**src/stap_pkg.sv**
```systemverilog
package stap_pkg;

	localparam int TRACE_POINTS = 512;
	localparam int ADDR_W = $clog2(TRACE_POINTS);
	localparam int LEVEL_W = 16;
	localparam int INDEX_W = 9;
	localparam int FREQ_W = 32;
	localparam int MODE_W = 3;
	localparam int CFG_DATA_W = 3;

	localparam logic signed [LEVEL_W-1:0] PEAK_FLOOR = -16'sd4800;
	localparam logic [FREQ_W-1:0] MIN_PEAK_FREQ = 32'd1000000;

	typedef enum logic [1:0] {
		REQ_MEASURE = 2'd0,
		REQ_COPY    = 2'd1,
		REQ_FRESH   = 2'd2,
		REQ_NONE    = 2'd3
	} req_code_t;

	typedef enum logic [MODE_W-1:0] {
		AVG_OFF  = 3'd0,
		AVG_MIN  = 3'd1,
		AVG_MAX  = 3'd2,
		AVG_BY2  = 3'd3,
		AVG_BY4  = 3'd4,
		AVG_BY8  = 3'd5
	} avg_mode_t;

	typedef enum logic {
		CFG_AVERAGE_MODE = 1'b0,
		CFG_SUBTRACT     = 1'b1
	} cfg_reg_t;

	typedef struct packed {
		logic [1:0]                req_type;
		logic [INDEX_W-1:0]        point_index;
		logic [FREQ_W-1:0]         frequency_hz;
		logic signed [LEVEL_W-1:0] measured_level;
		logic                      last_point;
	} stap_in_t;

	typedef struct packed {
		logic signed [LEVEL_W-1:0] trace_level;
		logic                      sweep_done;
		logic                      peak_found;
		logic [INDEX_W-1:0]        peak_point;
		logic [FREQ_W-1:0]         peak_frequency;
		logic signed [LEVEL_W-1:0] peak_value;
	} stap_out_t;

	// One finished measured point as seen by the peak tracker.
	typedef struct packed {
		logic                      update;
		logic                      last;
		logic [INDEX_W-1:0]        point;
		logic [FREQ_W-1:0]         freq;
		logic signed [LEVEL_W-1:0] level;
	} stap_peak_cmd_t;

	typedef struct packed {
		logic                      found;
		logic [INDEX_W-1:0]        point;
		logic [FREQ_W-1:0]         freq;
		logic signed [LEVEL_W-1:0] value;
	} stap_peak_rpt_t;

endpackage

```
**src/stap_level.sv**
```systemverilog
module stap_level (
	input  stap_pkg::stap_in_t                  item,
	input  logic signed [stap_pkg::LEVEL_W-1:0] trace_old,
	input  logic signed [stap_pkg::LEVEL_W-1:0] ref_old,
	input  logic [stap_pkg::MODE_W-1:0]         mode,
	input  logic                                subtract,
	input  logic                                fresh,
	output logic signed [stap_pkg::LEVEL_W-1:0] level
);

	logic signed [stap_pkg::LEVEL_W:0]   diff_ref;
	logic signed [stap_pkg::LEVEL_W-1:0] meas;
	logic signed [stap_pkg::LEVEL_W:0]   delta;
	logic signed [stap_pkg::LEVEL_W:0]   step;
	logic signed [stap_pkg::LEVEL_W:0]   avg_sum;

	always_comb begin
		diff_ref = {item.measured_level[stap_pkg::LEVEL_W-1], item.measured_level}
			- {ref_old[stap_pkg::LEVEL_W-1], ref_old};
		if (!subtract) begin
			meas = item.measured_level;
		end else if (diff_ref[stap_pkg::LEVEL_W] != diff_ref[stap_pkg::LEVEL_W-1]) begin
			// Overflow: the sign bit tells which rail to clip to.
			meas = diff_ref[stap_pkg::LEVEL_W] ? {1'b1, {(stap_pkg::LEVEL_W-1){1'b0}}}
				: {1'b0, {(stap_pkg::LEVEL_W-1){1'b1}}};
		end else begin
			meas = diff_ref[stap_pkg::LEVEL_W-1:0];
		end

		// (old*(n-1) + new) / n equals old + (new - old) / n, floored the same way.
		delta = {meas[stap_pkg::LEVEL_W-1], meas}
			- {trace_old[stap_pkg::LEVEL_W-1], trace_old};
		case (mode)
			stap_pkg::AVG_BY2: step = delta >>> 1;
			stap_pkg::AVG_BY4: step = delta >>> 2;
			stap_pkg::AVG_BY8: step = delta >>> 3;
			default:           step = '0;
		endcase
		avg_sum = {trace_old[stap_pkg::LEVEL_W-1], trace_old} + step;

		if (fresh || mode == stap_pkg::AVG_OFF) begin
			level = meas;
		end else begin
			case (mode)
				stap_pkg::AVG_MIN: level = (trace_old > meas) ? meas : trace_old;
				stap_pkg::AVG_MAX: level = (trace_old < meas) ? meas : trace_old;
				stap_pkg::AVG_BY2,
				stap_pkg::AVG_BY4,
				stap_pkg::AVG_BY8: level = avg_sum[stap_pkg::LEVEL_W-1:0];
				default:           level = trace_old;
			endcase
		end
	end

endmodule

```
**config.mk**
```make
export PLATFORM = sky130hd
export DESIGN_NAME = stap_level
export DESIGN_NICKNAME = d
export VERILOG_FILES = /design/src/stap_pkg.sv /design/src/stap_level.sv
export SDC_FILE = /design/constraint.sdc
export NUM_CORES = 1
export LEC_CHECK = 0
export ABC_AREA = 1
export BUFFER_PORTS_ARGS = -buffer_cell sky130_fd_sc_hd__buf_2
export CAP_MARGIN = 20
export CELL_PAD_IN_SITES_DETAIL_PLACEMENT = 0
export CELL_PAD_IN_SITES_GLOBAL_PLACEMENT = 1
export CORE_MARGIN = 1.5
export CORE_UTILIZATION = 35
export DETAILED_ROUTE_END_ITERATION = 8
export GPL_TIMING_DRIVEN = 0
export PLACE_DENSITY_LB_ADDON = 0.08
export SLEW_MARGIN = 10
export SYNTH_ARGS = -nofsm -noshare
export SYNTH_HDL_FRONTEND = slang
export SYNTH_SLANG_ARGS = --single-unit
```
**constraint.sdc**
```tcl
create_clock -name vclk -period 9.1
set_input_delay 1.365 -clock vclk [all_inputs]
set_output_delay 1.365 -clock vclk [all_outputs]
set_load 0.01 [all_outputs]
```
==> flow_summary.ini <==
[layout]
n_clock_buffer = 0
syn2layout_area_growth_pct = 15.89
final_nets = 917
design_area_sq_mm = 0.004180
final_common_cell = nand2_1
antenna_cells = 0
drive_above_1_share_pct = 14.51
mostFrequentLayoutCells = nand2_1 (254), inv_1 (108), buf_2 (69), a21oi_1 (50), nand3_1 (49)
fill_cells = 1125
seqCellArea_sq_um = 0
seq_cell_count = 0

[route]
wire_per_inst_microns = 12.99
ant_nets = 0
drt_pass1_iterations = 4
vias = 4390
drt-vias-per-instance = 4.889
drt-total-wl_microns = 11670
drt_drc_violations_left = 0
detail_route.iter0.violations = 193

[pwr]
ir_worst_vdd_mv = 0.03410
power.density_mw_per_mm2 = 132.6
p_leak_nw = 2.488

[flow_run]
cap_violations = 0

[synth]
syn_area_sq_mm = 0.003607
yosysUniqueCellTypes = 37
ys.warnings.count = 0
ys_seq_area_share_pct = 0
synth_nets = 842
syn_avg_cell_area_sq_um = 5.213
syn_inst = 692

[min_path]
min_to = level[9]
holdCritPathClass = primary input to output pin
min_from = trace_old[9]
holdPathStages = 6

[sta]
rsz0062_at_grt = no
min_period_ns = 8.486
drv_slew = 0
finalHoldViolations = 0
fin_setup_tns_ns = 0
worst_slew_pin_slew_ns = 0.5436
max_slew_margin_pct = 63.48
fin_crit_sh_pct = 93.26
max_freq_mhz = 117.8
setup_violations = 0

[grt]
grt_pass1_wl_microns = 19330
grt_pass1_vias = 4147
grt_max_degree = 11
grt-ovfl-total = 0
track_usage_pct = 21.18
antenna_found_initial = 0

[floorplanning]
die_area_sq_mm = 0.01092
die_h_microns = 104.5
rows = 36
io_pins = 113
initial_utilization_pct = 36.57
core_area_sq_mm = 0.009864
die_x_microns = 104.5

[placed_design]
io_buffers = 69
post_dp_cell_area_sq_mm = 0.004119
place.gp.congestion = 0.9023
dpl.hpwl_microns = 10330

[setup_path]
cp_common_cell = nand2_1
cp_slowest_cell = fa_1
crit_path_end_kind = output pin
cp.required_ns = 7.74
critPathLaunchType = primary input
worstSetupPathType = primary input to output pin
worstPathMaxFanout = 9
max_stage_delay_ns = 0.37
arrival_ns = 7.12

[outcome]
status = finished clean

[cts]
holdBufCountCts = 0
[cells in the mapped netlist (3+ instances only)]
library cell / count / share of area (%)
nand2_1: 255 / 27
inv_1: 109 / 11
a21oi_1: 51 / 7.1
ha_1: 50 / 17
nand3_1: 50 / 6.9
nor2_1: 38 / 4.0
o21ai_0: 30 / 4.2
xor2_1: 15 / 3.6
nand2_2: 12 / 2.1
nor3_1: 8 / 1.1
o21bai_1: 7 / 1.5
a31oi_1: 6 / 1.0
nand4_1: 6 / 1.0
clkbuf_1: 5 / 0.52
o211ai_1: 5 / 1.0
xnor2_1: 5 / 1.2
or2_2: 4 / 0.69
a21o_1: 3 / 0.62
a21oi_2: 3 / 0.73
fa_1: 3 / 1.7
nand3b_1: 3 / 0.62
o21ai_1: 3 / 0.42
o221ai_1: 3 / 0.73
[where the power goes]
part           internal (mW)  total [mW]  switching (mW)  leakage (nW)
combinational          0.201       0.554           0.353          2.49
clock                      0           0               0             0
sequential                 0           0               0             0
[per-stage QoR]
step                setup slack, ns  util, %  hold slack [ns]  std cells  total power, mW
finish                       0.6135    42.38            3.166        898           0.5542
CTS                          0.2324    41.76            3.169        894           0.5336
floorplan                     1.548        -            2.923        692           0.3933
detailed placement           0.2421    41.76            3.167        894           0.5312
global route                0.05120    42.38            3.186        898           0.6302
global placement             0.3767    41.76            3.150        894           0.5262
[final cells by class]
class / count / area (sq um) / area share, %
tap: 133 / 166.4 / 3.981
inverter: 110 / 412.9 / 9.877
buffer: 9 / 57.56 / 1.377
multi-input combinational: 573 / 3168 / 75.79
timing repair buffer: 73 / 375.4 / 8.979
[worst max-delay path: cells and delay by family]
kind                       cells  cell delay, ns
adders and majority gates      5            1.54
and+or+nand+nor               20            2.22
buffers and inverters          7            0.60
AOI/OAI and AO/OA              7            1.21
xor gates and xnor gates       1            0.19
[how the worst max path moves through the flow]
stage	end	startpoint	cells past startpoint	slack, ns
6_report	level[15]	item[1]	40	0.61
3_3_place_gp	level[15]	item[1]	41	0.38
4_1_cts	level[15]	item[1]	41	0.23
2_1_floorplan	level[15]	item[1]	38	1.55
3_5_place_dp	level[15]	item[1]	41	0.24
5_1_grt	level[15]	item[1]	44	0.05
[kinds of logic (layout without fill, tap and decap cells)]
family	count (synthesis)	after routing	share of synthesized area, %
adder cells (fa/ha/maj)	53	53	19.01
AND/OR/NAND/NOR	385	385	44.92
AO/OA/AOI/OAI	115	115	18.21
buffers and inverters	119	192	13.01
XOR/XNOR	20	20	4.856
[repair_timing]
action,4_1_cts,5_1_grt
endpoints found under the setup margin,0,6
gates resized for setup,0,13
setup buffers,0,4
[metal layers]
metal	GRT usage, %	routed length, microns	vias to the layer above
li1	-	-	2388
met1	28.40	5729	1893
met2	37.36	5279	91
met3	0.1253	294	18
met4	5.655	365	0
met5	0	0	-
Power figures use the tool's default switching activity.
