[src/stap_pkg.sv]
package stap_pkg;

	localparam int TRACE_POINTS = 512;
	localparam int ADDR_W = $clog2(TRACE_POINTS);
	localparam int LEVEL_W = 16;
	localparam int INDEX_W = 9;
	localparam int FREQ_W = 32;
	localparam int MODE_W = 3;
	localparam int CFG_DATA_W = 3;

	localparam logic signed [LEVEL_W-1:0] PEAK_FLOOR = -16'sd4800;
	localparam logic [FREQ_W-1:0] MIN_PEAK_FREQ = 32'd1000000;

	typedef enum logic [1:0] {
		REQ_MEASURE = 2'd0,
		REQ_COPY    = 2'd1,
		REQ_FRESH   = 2'd2,
		REQ_NONE    = 2'd3
	} req_code_t;

	typedef enum logic [MODE_W-1:0] {
		AVG_OFF  = 3'd0,
		AVG_MIN  = 3'd1,
		AVG_MAX  = 3'd2,
		AVG_BY2  = 3'd3,
		AVG_BY4  = 3'd4,
		AVG_BY8  = 3'd5
	} avg_mode_t;

	typedef enum logic {
		CFG_AVERAGE_MODE = 1'b0,
		CFG_SUBTRACT     = 1'b1
	} cfg_reg_t;

	typedef struct packed {
		logic [1:0]                req_type;
		logic [INDEX_W-1:0]        point_index;
		logic [FREQ_W-1:0]         frequency_hz;
		logic signed [LEVEL_W-1:0] measured_level;
		logic                      last_point;
	} stap_in_t;

	typedef struct packed {
		logic signed [LEVEL_W-1:0] trace_level;
		logic                      sweep_done;
		logic                      peak_found;
		logic [INDEX_W-1:0]        peak_point;
		logic [FREQ_W-1:0]         peak_frequency;
		logic signed [LEVEL_W-1:0] peak_value;
	} stap_out_t;

	// One finished measured point as seen by the peak tracker.
	typedef struct packed {
		logic                      update;
		logic                      last;
		logic [INDEX_W-1:0]        point;
		logic [FREQ_W-1:0]         freq;
		logic signed [LEVEL_W-1:0] level;
	} stap_peak_cmd_t;

	typedef struct packed {
		logic                      found;
		logic [INDEX_W-1:0]        point;
		logic [FREQ_W-1:0]         freq;
		logic signed [LEVEL_W-1:0] value;
	} stap_peak_rpt_t;

endpackage

[src/stap_peak.sv]
module stap_peak (
	input  logic                     clk,
	input  logic                     arst_n,
	input  stap_pkg::stap_peak_cmd_t cmd,
	output stap_pkg::stap_peak_rpt_t rpt
);

	stap_pkg::stap_peak_rpt_t peak_q;
	logic                     take;

	always_comb begin
		take = cmd.update && (cmd.freq > stap_pkg::MIN_PEAK_FREQ)
			&& (cmd.level > peak_q.value);
		if (take) begin
			rpt.found = 1'b1;
			rpt.point = cmd.point;
			rpt.freq  = cmd.freq;
			rpt.value = cmd.level;
		end else begin
			rpt = peak_q;
		end
	end

	always_ff @(posedge clk or negedge arst_n) begin
		if (!arst_n) begin
			peak_q.found <= 1'b0;
			peak_q.point <= '0;
			peak_q.freq  <= '0;
			peak_q.value <= stap_pkg::PEAK_FLOOR;
		end else if (cmd.update && cmd.last) begin
			// The sweep is reported this cycle; start the next one from the floor.
			peak_q.found <= 1'b0;
			peak_q.point <= '0;
			peak_q.freq  <= '0;
			peak_q.value <= stap_pkg::PEAK_FLOOR;
		end else if (take) begin
			peak_q <= rpt;
		end
	end

endmodule

[config.mk]
export PLATFORM = sky130hd
export DESIGN_NAME = stap_peak
export DESIGN_NICKNAME = d
export VERILOG_FILES = /design/src/stap_pkg.sv /design/src/stap_peak.sv
export SDC_FILE = /design/constraint.sdc
export NUM_CORES = 1
export LEC_CHECK = 0
export BUFFER_PORTS_ARGS = -buffer_cell sky130_fd_sc_hd__buf_4
export CAP_MARGIN = 20
export CORE_AREA = 2 2 141 88
export DETAILED_ROUTE_END_ITERATION = 10
export DIE_AREA = 0 0 143 90
export HOLD_SLACK_MARGIN = 0.05
export PLACE_DENSITY = 0.66
export RECOVER_POWER = 100
export SKIP_LAST_GASP = 1
export SLEW_MARGIN = 20
export SYNTH_ARGS = -nofsm -noshare
export SYNTH_HDL_FRONTEND = slang
export SYNTH_SLANG_ARGS = --single-unit
[constraint.sdc]
create_clock -name clk -period 8.6 [get_ports clk]
set_input_delay 0.43 -clock clk [delete_from_list [all_inputs] [get_ports clk]]
set_output_delay 0.43 -clock clk [all_outputs]
set_load 0.05 [all_outputs]
==> qor.yml, run 1 <==
outcome:
  status: "finished with violations"
  violations: "capacitance limit, slew limit"
synthesis:
  synthFlopType: "dfrtp_1"
  syn_area_um2: 3969
  syn_nets: 460
  synth_compound_area_frac: 0.08985
  synth_edf_count: 0
  synthMuxAreaShare: 0.2648
  synth_top_family_by_area: "multiplexers"
  yosys.area_share.xor_xnor: 0
  yosysTopAreaCellShare: 0.3216
  postSynth.asyncResetShare: 1.000
  yosys.area.top_type: "dfrtp_1"
  post-synth-top-count-cell: "nand2_1"
  ys_seq_elements: 58
  synth-simple-area-share: 0.1573
  synthTopCellsByArea: "dfrtp_1, mux2_4, mux2i_1"
  synth_fa_ha_area_frac: 0.05044
  avgSynthCellArea_um2: 10.36
  yosysWarnings: 0
  synthTopCellsByCount: "nand2_1, dfrtp_1, mux2_4, mux2i_1, nand4_1"
  yosysUniqueCellTypes: 40
  ys_seq_area_frac: 0.3679
  netlist_instances: 383
sta:
  hold_ws_ns: 0.3654
  timing.setup.tns_ns: 0
  worst_slew_pin_slew_ns: 3.339
  slew-limit-headroom: -1.226
  setup_viol: 0
  skew_ns: 0.003570
  rsz0062_at_grt: "false"
  timing.final.crit_period_ns: 6.262
  fmax_mhz: 159.7
  fin_crit_sh: 0.7281
  finalMaxSlewViolations: 101
  finalHoldViolCount: 0
final_layout:
  drive_gt1_frac: 0.2632
  nNetsFinal: 566
  post-route-util: 0.4188
  largest_reg_flops: 58
  reg.largest.list: "peak_q: 58 flops"
  fillers: 1190
  diodes: 0
  areaGrowthSynthToFinish_pct: 23.20
  regMostFlops: "peak_q"
global_routing:
  grt_pass1_vias: 3171
  grt.total_usage: 0.1586
  gr-total-overflow: 0
  grt_first_pass_wirelength_mm: 16.14
  grt_max_degree: 101
  antenna_found_initial: 0
placed_design:
  post-dp-hpwl_mm: 6.999
  io_buffers: 118
  gp_congestion: 0.8458
worst_setup_path:
  crit_family: "buffers and inverters"
  cp.required_ns: 8.17
  path_cells: "inv_1, ha_1, nand4_1, or4_1, a21o_4, and4_4, nor3_4, clkbuf_1, buf_4, mux2_1, buf_4"
  r2r_slack_ns: 3.33
  worstSetupStartpointType: "register"
  r2r_cells: 10
  endpoint_kind: "output port"
  crit_arrival_ns: 5.83
  cpMostUsedCell: "buf_4"
  path_max_fanout: 60
  crit_cells: 11
  max_stage_delay_ns: 1.58
  path_class: "register to output port"
  slowest_stage: "clkbuf_1"
  critPathBufInv: 4
clock_network:
  root_buffer: "clkbuf_16"
  cts_hold_buf: 0
  cts-buffers-inserted: 9
  htreeDepth: 3
  post-cts-setup-buffers: 0
  clk_latency_ns: 0.32
  tritoncts: "built"
  path_clk_slew_ns: 0.05
  cts_buffer_depth: 2
  clock_sinks: 58
  cts_resized: 0
floorplan:
  num_io_pins: 119
  die_w_um: 143
  initial_core_util: 0.3399
  die-area_um2: 12870
  num_rows: 31
  fp.coreArea_um2: 11670
  die_h_um: 90
power_and_ir_drop:
  p_per_area_nw_per_um2: 442.6
  power_uw: 2164
  peakVddDrop_uv: 192.3
  p_leak_uw: 0.002391
drt:
  wl_met3_um: 590
  dr.pass1.iters: 4
  dr.max_layer_used: "met4"
  drt-initial-drc-count: 145
  remaining_drc_errors: 0
  routed_wl_mm: 10.18
  ant_nets: 0
  drt-met1-wl_mm: 5.148
  routedWlPerCell_um: 15.44
  drt-vias-per-instance: 4.863
  num_vias: 3205
  wl_met2_mm: 4.331
hold_path:
  hp-class: "primary input to register"
  min_path_cells: 3
job:
  max-cap-violations: 2
area by class of cell:
class	instances	area, um^2	area share
Multi-Input combinational cell	283	2057	0.4207
Timing Repair Buffer	120	837.1	0.1712
Clock inverter	3	15.01	0.003071
Tap cell	165	206.4	0.04222
Sequential cell	58	1460	0.2986
Inverter	17	63.81	0.01305
Clock buffer	13	250.2	0.05118
cell families after synthesis:
family          after synthesis
flops                        58
compound gates               48
buf+inv                      42
simple gates                135
mux                          84
fa+ha+maj                    16
stage by stage:
stage / setup WS [ns] / area (um^2) / cells
2_1_floorplan: 4.548 / 3969 / 383
5_1_grt: 1.952 / 4890 / 659
6_report: 2.338 / 4890 / 659
3_5_place_dp: 3.903 / 4871 / 643
3_3_place_gp: 3.990 / 4871 / 643
4_1_cts: 3.532 / 5136 / 659
layer usage:
layer | vias up | global-route usage
met1 | 1525 | 0.2252
met4 | 0 | 0.04950
met3 | 11 | 0.04475
met2 | 92 | 0.2325
met5 | - | 0
li1 | 1577 | -
layout by cell type (no fill, tap or decap), types with 16 or more instances in the layout:
cell type  instances
buf_4            103
nand2_1           97
dfrtp_1           51
mux2_1            42
mux2i_1           42
clkbuf_1          20
nand4_1           19
inv_1             17
ha_1              16
worst register-to-register path, delay by kind of cell, from the launching register on:
family                     cells  cell delay (ns)
AOI/OAI and AO/OA              1             0.24
muxes                          1             0.31
buffers and inverters          3             2.58
and+or+nand+nor                4             1.20
adders and majority gates      1             0.36
DFF                            1             0.51
final timing paths:
kind / startpoint / end
worst min register to register: peak_q[57]$_DFFE_PN0P_ / peak_q[57]$_DFFE_PN0P_
min in group asynchronous: arst_n / peak_q[3]$_DFFE_PN0P_
worst min-delay path: cmd[21] / peak_q[21]$_DFFE_PN0P_
worst max register to register: peak_q[15]$_DFFE_PN1P_ / peak_q[51]$_DFFE_PN0P_
max in group asynchronous: arst_n / peak_q[43]$_DFFE_PN0P_
worst max-delay path: peak_q[15]$_DFFE_PN1P_ / rpt[23]
power by group:
part / total (uW) / switching (uW) / internal [uW]
sequential: 466 / 60.0 / 406
combinational: 1380 / 955 / 420
clock: 322 / 121 / 201
total: 2160 / 1140 / 1030
(Power assumes the default switching activity.)
==> run 2, diff against run 1 <==
Settings changed: ABC_AREA from default to 1, CORE_AREA 2 2 141 88 to 2 2 138 86, DIE_AREA 0 0 143 90 to 0 0 140 88, PLACE_DENSITY 0.66 to 0.67.
Clock period 8.6 ns to 5.9 ns, I/O delays scaled along.
==> run 2 against run 1 <==
Effect of this change:
- utilization rose by 1.5 points
- the flow finishes with violations (DRC, capacitance limit, slew limit)
- count of clock-buffer cells in the layout up 3
- first-iteration DRC count shrank 7.6%
- synthesized cell count rose by 49%
- sequential share of layout area grew 0.55 points
- flip-flop and latch count is the same
- highest routed layer unchanged
- global-route usage up 0.86 points
- hold slack got worse by 0.13 ns
- synthesized area is 3.9% lower
==> qor.yml, run 2 <==
final_layout:
  diodes: 0
  regMostFlops: "peak_q"
  most-common-layout-cells: "inv_1, nand2_1, nor2_1"
  largest_reg_flops: 58
  layout_commonest_cell: "inv_1"
  fillers: 1185
  reg.largest.list: "peak_q: 58 flops"
  nNetsFinal: 757
  drive_gt1_frac: 0.1460
  areaGrowthSynthToFinish_pct: 25.84
outcome:
  status: "finished with violations"
  violations: "DRC, capacitance limit, slew limit"
floorplan:
  num_rows: 30
  initial_core_util: 0.3445
  die-area_um2: 12320
  fp.coreArea_um2: 11070
  die_h_um: 88
  die_w_um: 140
  num_io_pins: 119
worst_setup_path:
  path_cells: "inv_1, ha_1, nand2_2, nor2_4, nand2_1, nor2_1, nand2_2, nand4_1, nand2_4, nor2_4, buf_4, nand2_1, nand2_1, inv_1, clkbuf_1"
  crit_arrival_ns: 3.95
  max_stage_delay_ns: 0.74
  path_class: "register to output port"
  worstSetupStartpointType: "register"
  cp.required_ns: 5.61
  path_max_fanout: 51
  slowest_stage: "nor2_4"
  cpMostUsedCell: "nand2_1"
  endpoint_kind: "output port"
global_routing:
  grt.total_usage: 0.1672
  busiest_layer: "met2"
  grt_pass1_vias: 3462
  gr-total-overflow: 0
  grt_max_degree: 59
  met2_usage: 0.2696
  use_met1: 0.2233
  grt_use_met3: 0.04319
  antenna_found_initial: 0
  grt_first_pass_wirelength_mm: 16.18
synthesis:
  synthTopCellsByCount: "inv_1, nand2_1, nor2_1, dfrtp_1, o21ai_0"
  yosysWarnings: 0
  synth_top_family_by_area: "simple AND/OR/NAND/NOR gates"
  netlist_instances: 570
  synth_edf_count: 0
  synth-simple-area-share: 0.2880
  postSynth.asyncResetShare: 1.000
  yosysTopAreaCellShare: 0.3345
  post-synth-top-count-cell: "inv_1"
  synthFlopType: "dfrtp_1"
  syn_area_um2: 3815
  avgSynthCellArea_um2: 6.693
  ys_seq_area_frac: 0.3827
  yosysUniqueCellTypes: 25
  synthMuxAreaShare: 0
  synthTopCellsByArea: "dfrtp_1, inv_1, nand2_1"
  syn_nets: 647
  ys_seq_elements: 58
  synth_fa_ha_area_frac: 0.05248
  yosys.area.top_type: "dfrtp_1"
  synth_compound_area_frac: 0.07773
  yosys.area_share.xor_xnor: 0
clock_network:
  cts-buffers-inserted: 9
  tritoncts: "built"
  post-cts-setup-buffers: 0
  cts_resized: 0
  clk_latency_ns: 0.32
  htreeDepth: 3
  root_buffer: "clkbuf_16"
  cts_hold_buf: 0
  path_clk_slew_ns: 0.05
  clock_sinks: 58
  cts_buffer_depth: 2
drt:
  routed_wl_mm: 9.844
  dr.pass1.iters: 8
  drt-initial-drc-count: 134
  remaining_drc_errors: 9
  routedWlPerCell_um: 11.87
  drt-vias-per-instance: 4.350
  ant_nets: 0
  num_vias: 3606
sta:
  finalMaxSlewViolations: 59
  slew-limit-headroom: -1.108
  fin_crit_sh: 0.7188
  fmax_mhz: 235.8
  timing.setup.tns_ns: 0
  rsz0062_at_grt: "false"
  worst_slew_pin_slew_ns: 3.162
  finalHoldViolCount: 0
  setup_viol: 0
  skew_ns: 0.006062
  timing.final.crit_period_ns: 4.241
job:
  max-cap-violations: 1
hold_path:
  hp-class: "primary input to register"
placed_design:
  post-dp-hpwl_mm: 7.181
  io_buffers: 118
  gp_congestion: 0.8334
-- run 2: worst max-delay path, delay by kind of cell, from the launching register on --
family,cells,cell delay (ns)
adders and majority gates,1,0.30
buffers and inverters,4,0.89
DFF,1,0.52
and+or+nand+nor,10,1.87
-- run 2: layer usage --
| layer | vias to the layer above | wire length, um |
|---|---|---|
| li1 | 1857 | - |
| met4 | 0 | 96 |
| met1 | 1609 | 4754 |
| met2 | 127 | 4298 |
| met3 | 13 | 694 |
| met5 | - | 0 |
-- run 2: final cells by class --
| type | instances | area [um^2] | area share |
|---|---|---|---|
| multi-input combinational | 319 | 1564 | 0.3258 |
| tap | 144 | 180.2 | 0.03753 |
| sequential | 58 | 1460 | 0.3041 |
| clock buffer | 16 | 271.5 | 0.05655 |
| timing repair buffer | 120 | 679.4 | 0.1415 |
| inverter | 172 | 645.6 | 0.1345 |
-- run 2: cell families (layout without fill, tap and decap cells) --
logic type / Yosys count / count (layout)
AO/OA/AOI/OAI: 58 / 58
buffers and inverters: 193 / 308
AND/OR/NAND/NOR: 245 / 245
flip-flops: 58 / 58
adder cells (fa/ha/maj): 16 / 16
-- run 2: path summary, 6_finish.rpt --
| path | end | cells past startpoint | slack [ns] | start |
|---|---|---|---|---|
| hold reg to reg | peak_q[8]$_DFFE_PN1P_ | 2 | 0.51 | peak_q[8]$_DFFE_PN1P_ |
| setup / recovery | rpt[1] | 15 | 1.66 | peak_q[15]$_DFFE_PN1P_ |
| max in group asynchronous | peak_q[7]$_DFFE_PN0P_ | 1 | 3.08 | arst_n |
| setup reg to reg | peak_q[38]$_DFFE_PN0P_ | 14 | 2.42 | peak_q[15]$_DFFE_PN1P_ |
| min in group asynchronous | peak_q[50]$_DFFE_PN0P_ | 1 | 1.01 | arst_n |
| hold / removal | peak_q[6]$_DFFE_PN1P_ | 3 | 0.24 | cmd[6] |
-- run 2: through the flow --
stage | hold WS, ns | instance area, um^2 | instances | utilization | worst slack, ns
after floorplan | -0.0005911 | 3815 | 570 | - | 3.351
after global placement | 0.4067 | 4782 | 813 | 0.4319 | 2.170
after detailed placement | 0.4127 | 4782 | 813 | 0.4319 | 2.092
after CTS | 0.06630 | 5054 | 829 | 0.4564 | 1.745
after global routing | 0.2446 | 4801 | 829 | 0.4336 | 1.193
final | 0.2361 | 4801 | 829 | 0.4336 | 1.659
Power of run 2 is left out: the tool's default activity adds up to more than one toggle a clock period on the data nets, which glitch-free logic cannot reach.
==> run 3, diff against run 2 <==
Settings changed: ABC_AREA 1 to 0, CORE_AREA 2 2 138 86 to 2 2 141 88, DIE_AREA 0 0 140 88 to 0 0 143 90, PLACE_DENSITY 0.67 to 0.66.
Clock period 5.9 ns to 4.2 ns, I/O delays scaled along.
==> run 3 against run 2 <==
Effect of this change:
- the flow finishes with violations (capacitance limit, slew limit)
- routed wire length down 0.17%
- count of clock-buffer cells in the layout decreased by 4
- via count decreased by 12%
- flip-flop and latch count unchanged
- utilization is 0.33 points lower
- critical path depth fell by 5
- hold slack worse by 0.084 ns
- critical endpoint is now rpt[15]
- largest cell class unchanged
==> qor.yml, run 3 (synthesized netlist as in run 1, its figures left out) <==
drt:
  dr.pass1.iters: 4
  num_vias: 3187
  remaining_drc_errors: 0
  ant_nets: 0
  routedWlPerCell_um: 14.89
  routed_wl_mm: 9.827
  drt-vias-per-instance: 4.829
  drt-initial-drc-count: 128
sta:
  setup_viol: 0
  hold_ws_ns: 0.1518
  slew-limit-headroom: -1.194
  finalMaxSlewViolations: 59
  skew_ns: 0.006054
  timing.setup.tns_ns: 0
  worst_slew_pin_slew_ns: 3.291
  rsz0062_at_grt: "false"
  fmax_mhz: 251.1
  fin_crit_sh: 0.9480
  timing.final.crit_period_ns: 3.982
  finalHoldViolCount: 0
global_routing:
  gr-total-overflow: 0
  grt_max_degree: 101
  grt_pass1_vias: 3170
  antenna_found_initial: 0
  grt.total_usage: 0.1563
  grt_first_pass_wirelength_mm: 16.08
hold_path:
  whs_endpoint: "peak_q[53]$_DFFE_PN0P_"
  min_path_cells: 3
  hold_path.startpoint: "cmd[53]"
  hp-class: "primary input to register"
outcome:
  status: "finished with violations"
  violations: "capacitance limit, slew limit"
final_layout:
  reg.largest.list: "peak_q: 58 flops"
  nNetsFinal: 567
  drive_gt1_frac: 0.3455
  final_cells: 660
  diodes: 0
  regMostFlops: "peak_q"
  layout_commonest_cell: "nand2_1"
  most-common-layout-cells: "nand2_1, buf_4, dfrtp_1"
  areaGrowthSynthToFinish_pct: 26.58
  fin_area_um2: 5024
  largest_reg_flops: 58
power_and_ir_drop:
  p_int_uw: 2241
  p_comb_frac: 0.629
  power_uw: 4584
  seq_power_share: 0.210
  netSwitchingFraction: 0.5111
  power.switching_uw: 2343
  peakVddDrop_uv: 411.2
  p_leak_uw: 0.002503
  p_per_area_nw_per_um2: 912.6
  power.share.clock: 0.161
worst_setup_path:
  r2r_slack_ns: 1.00
  worstSetupStartpoint: "peak_q[15]$_DFFE_PN1P_"
  worstSetupStartpointType: "register"
  path_class: "register to output port"
  cp.required_ns: 3.99
  r2r_start: "peak_q[15]$_DFFE_PN1P_"
  endpoint_kind: "output port"
  path_max_fanout: 70
  regToRegEndpoint: "peak_q[56]$_DFFE_PN0P_"
  r2r_cells: 9
  crit_arrival_ns: 3.77
placed_design:
  post-dp-hpwl_mm: 7.007
  io_buffers: 118
  post_dp_cell_area_um2: 4883
  gp_congestion: 0.8293
  post-place-cells: 643
clock_network:
  cts_resized: 0
  cts_buffer_depth: 2
  path_clk_slew_ns: 0.05
  clk_latency_ns: 0.32
  post-cts-setup-buffers: 0
  root_buffer: "clkbuf_16"
  tritoncts: "built"
  clock_sinks: 58
  cts-buffers-inserted: 9
  cts_hold_buf: 1
  htreeDepth: 3
floorplan:
  die_h_um: 90
  die-area_um2: 12870
  die_w_um: 143
  num_io_pins: 119
  num_rows: 31
  initial_core_util: 0.3399
  fp.coreArea_um2: 11670
job:
  max-cap-violations: 1
[run 3: cell count changes in the layout (fill, tap and decap cells not counted), moves of 33 or more]
cell	before	now
clkbuf_1	64	2
clkbuf_2	0	33
inv_1	169	17
mux2i_1	0	42
nand2_1	145	97
nor2_1	65	0
o21ai_0	51	9
[run 3: metrics by stage]
| step | worst slack, ns | utilization |
|---|---|---|
| CTS | 0.2765 | 0.4454 |
| finish | 0.2182 | 0.4303 |
| detailed placement | 0.6528 | 0.4183 |
| global route | 0.07426 | 0.4303 |
| global placement | 0.7262 | 0.4183 |
| floorplan | 0.3675 | - |
[run 3: final cells by class]
| class | count | area, um^2 |
|---|---|---|
| fill | 1170 | 6651 |
| multi-input combinational | 283 | 2155 |
| sequential | 58 | 1460 |
| timing repair buffer | 121 | 832.0 |
| clock buffer | 12 | 256.5 |
| tap | 165 | 206.4 |
| inverter | 17 | 63.81 |
| clock inverter | 4 | 50.05 |
[run 3: metal layers]
| layer | wire [um] | share of wire | vias up | GRT usage |
|---|---|---|---|---|
| met3 | 697 | 0.071 | 9 | 0.04209 |
| met4 | 82 | 0.0083 | 0 | 0.04208 |
| met2 | 4094 | 0.42 | 109 | 0.2201 |
| met5 | 0 | 0 | - | 0 |
| met1 | 4952 | 0.50 | 1496 | 0.2334 |
| li1 | - | - | 1573 | - |
[run 3: worst max path at each step]
| stage | to | depth (start not counted) |
|---|---|---|
| 2_1_floorplan | rpt[10] | 10 |
| 3_3_place_gp | rpt[16] | 10 |
| 3_5_place_dp | rpt[20] | 10 |
| 4_1_cts | rpt[21] | 10 |
| 5_1_grt | rpt[53] | 10 |
| 6_report | rpt[15] | 10 |
[run 3: power by group through the flow]
| stage | logic, uW | clock network [uW] | registers [uW] |
|---|---|---|---|
| 2_1_floorplan | 2530 | 0 | 927 |
| 3_3_place_gp | 3100 | 0 | 967 |
| 3_5_place_dp | 3140 | 0 | 968 |
| 4_1_cts | 3150 | 760 | 967 |
| 5_1_grt | 3060 | 785 | 990 |
| 6_report | 2880 | 738 | 962 |
[run 3: worst max-delay path: stages, from the launching register on]
cell and delay (ns):
dfstp_2 0.52, inv_1 0.05, ha_1 0.39, nand4_1 0.20, or4_4 0.59, a21o_4 0.23, a31oi_4 0.35, nor3_4 0.09
buf_12 0.23, o21ai_0 0.37, clkbuf_2 0.35
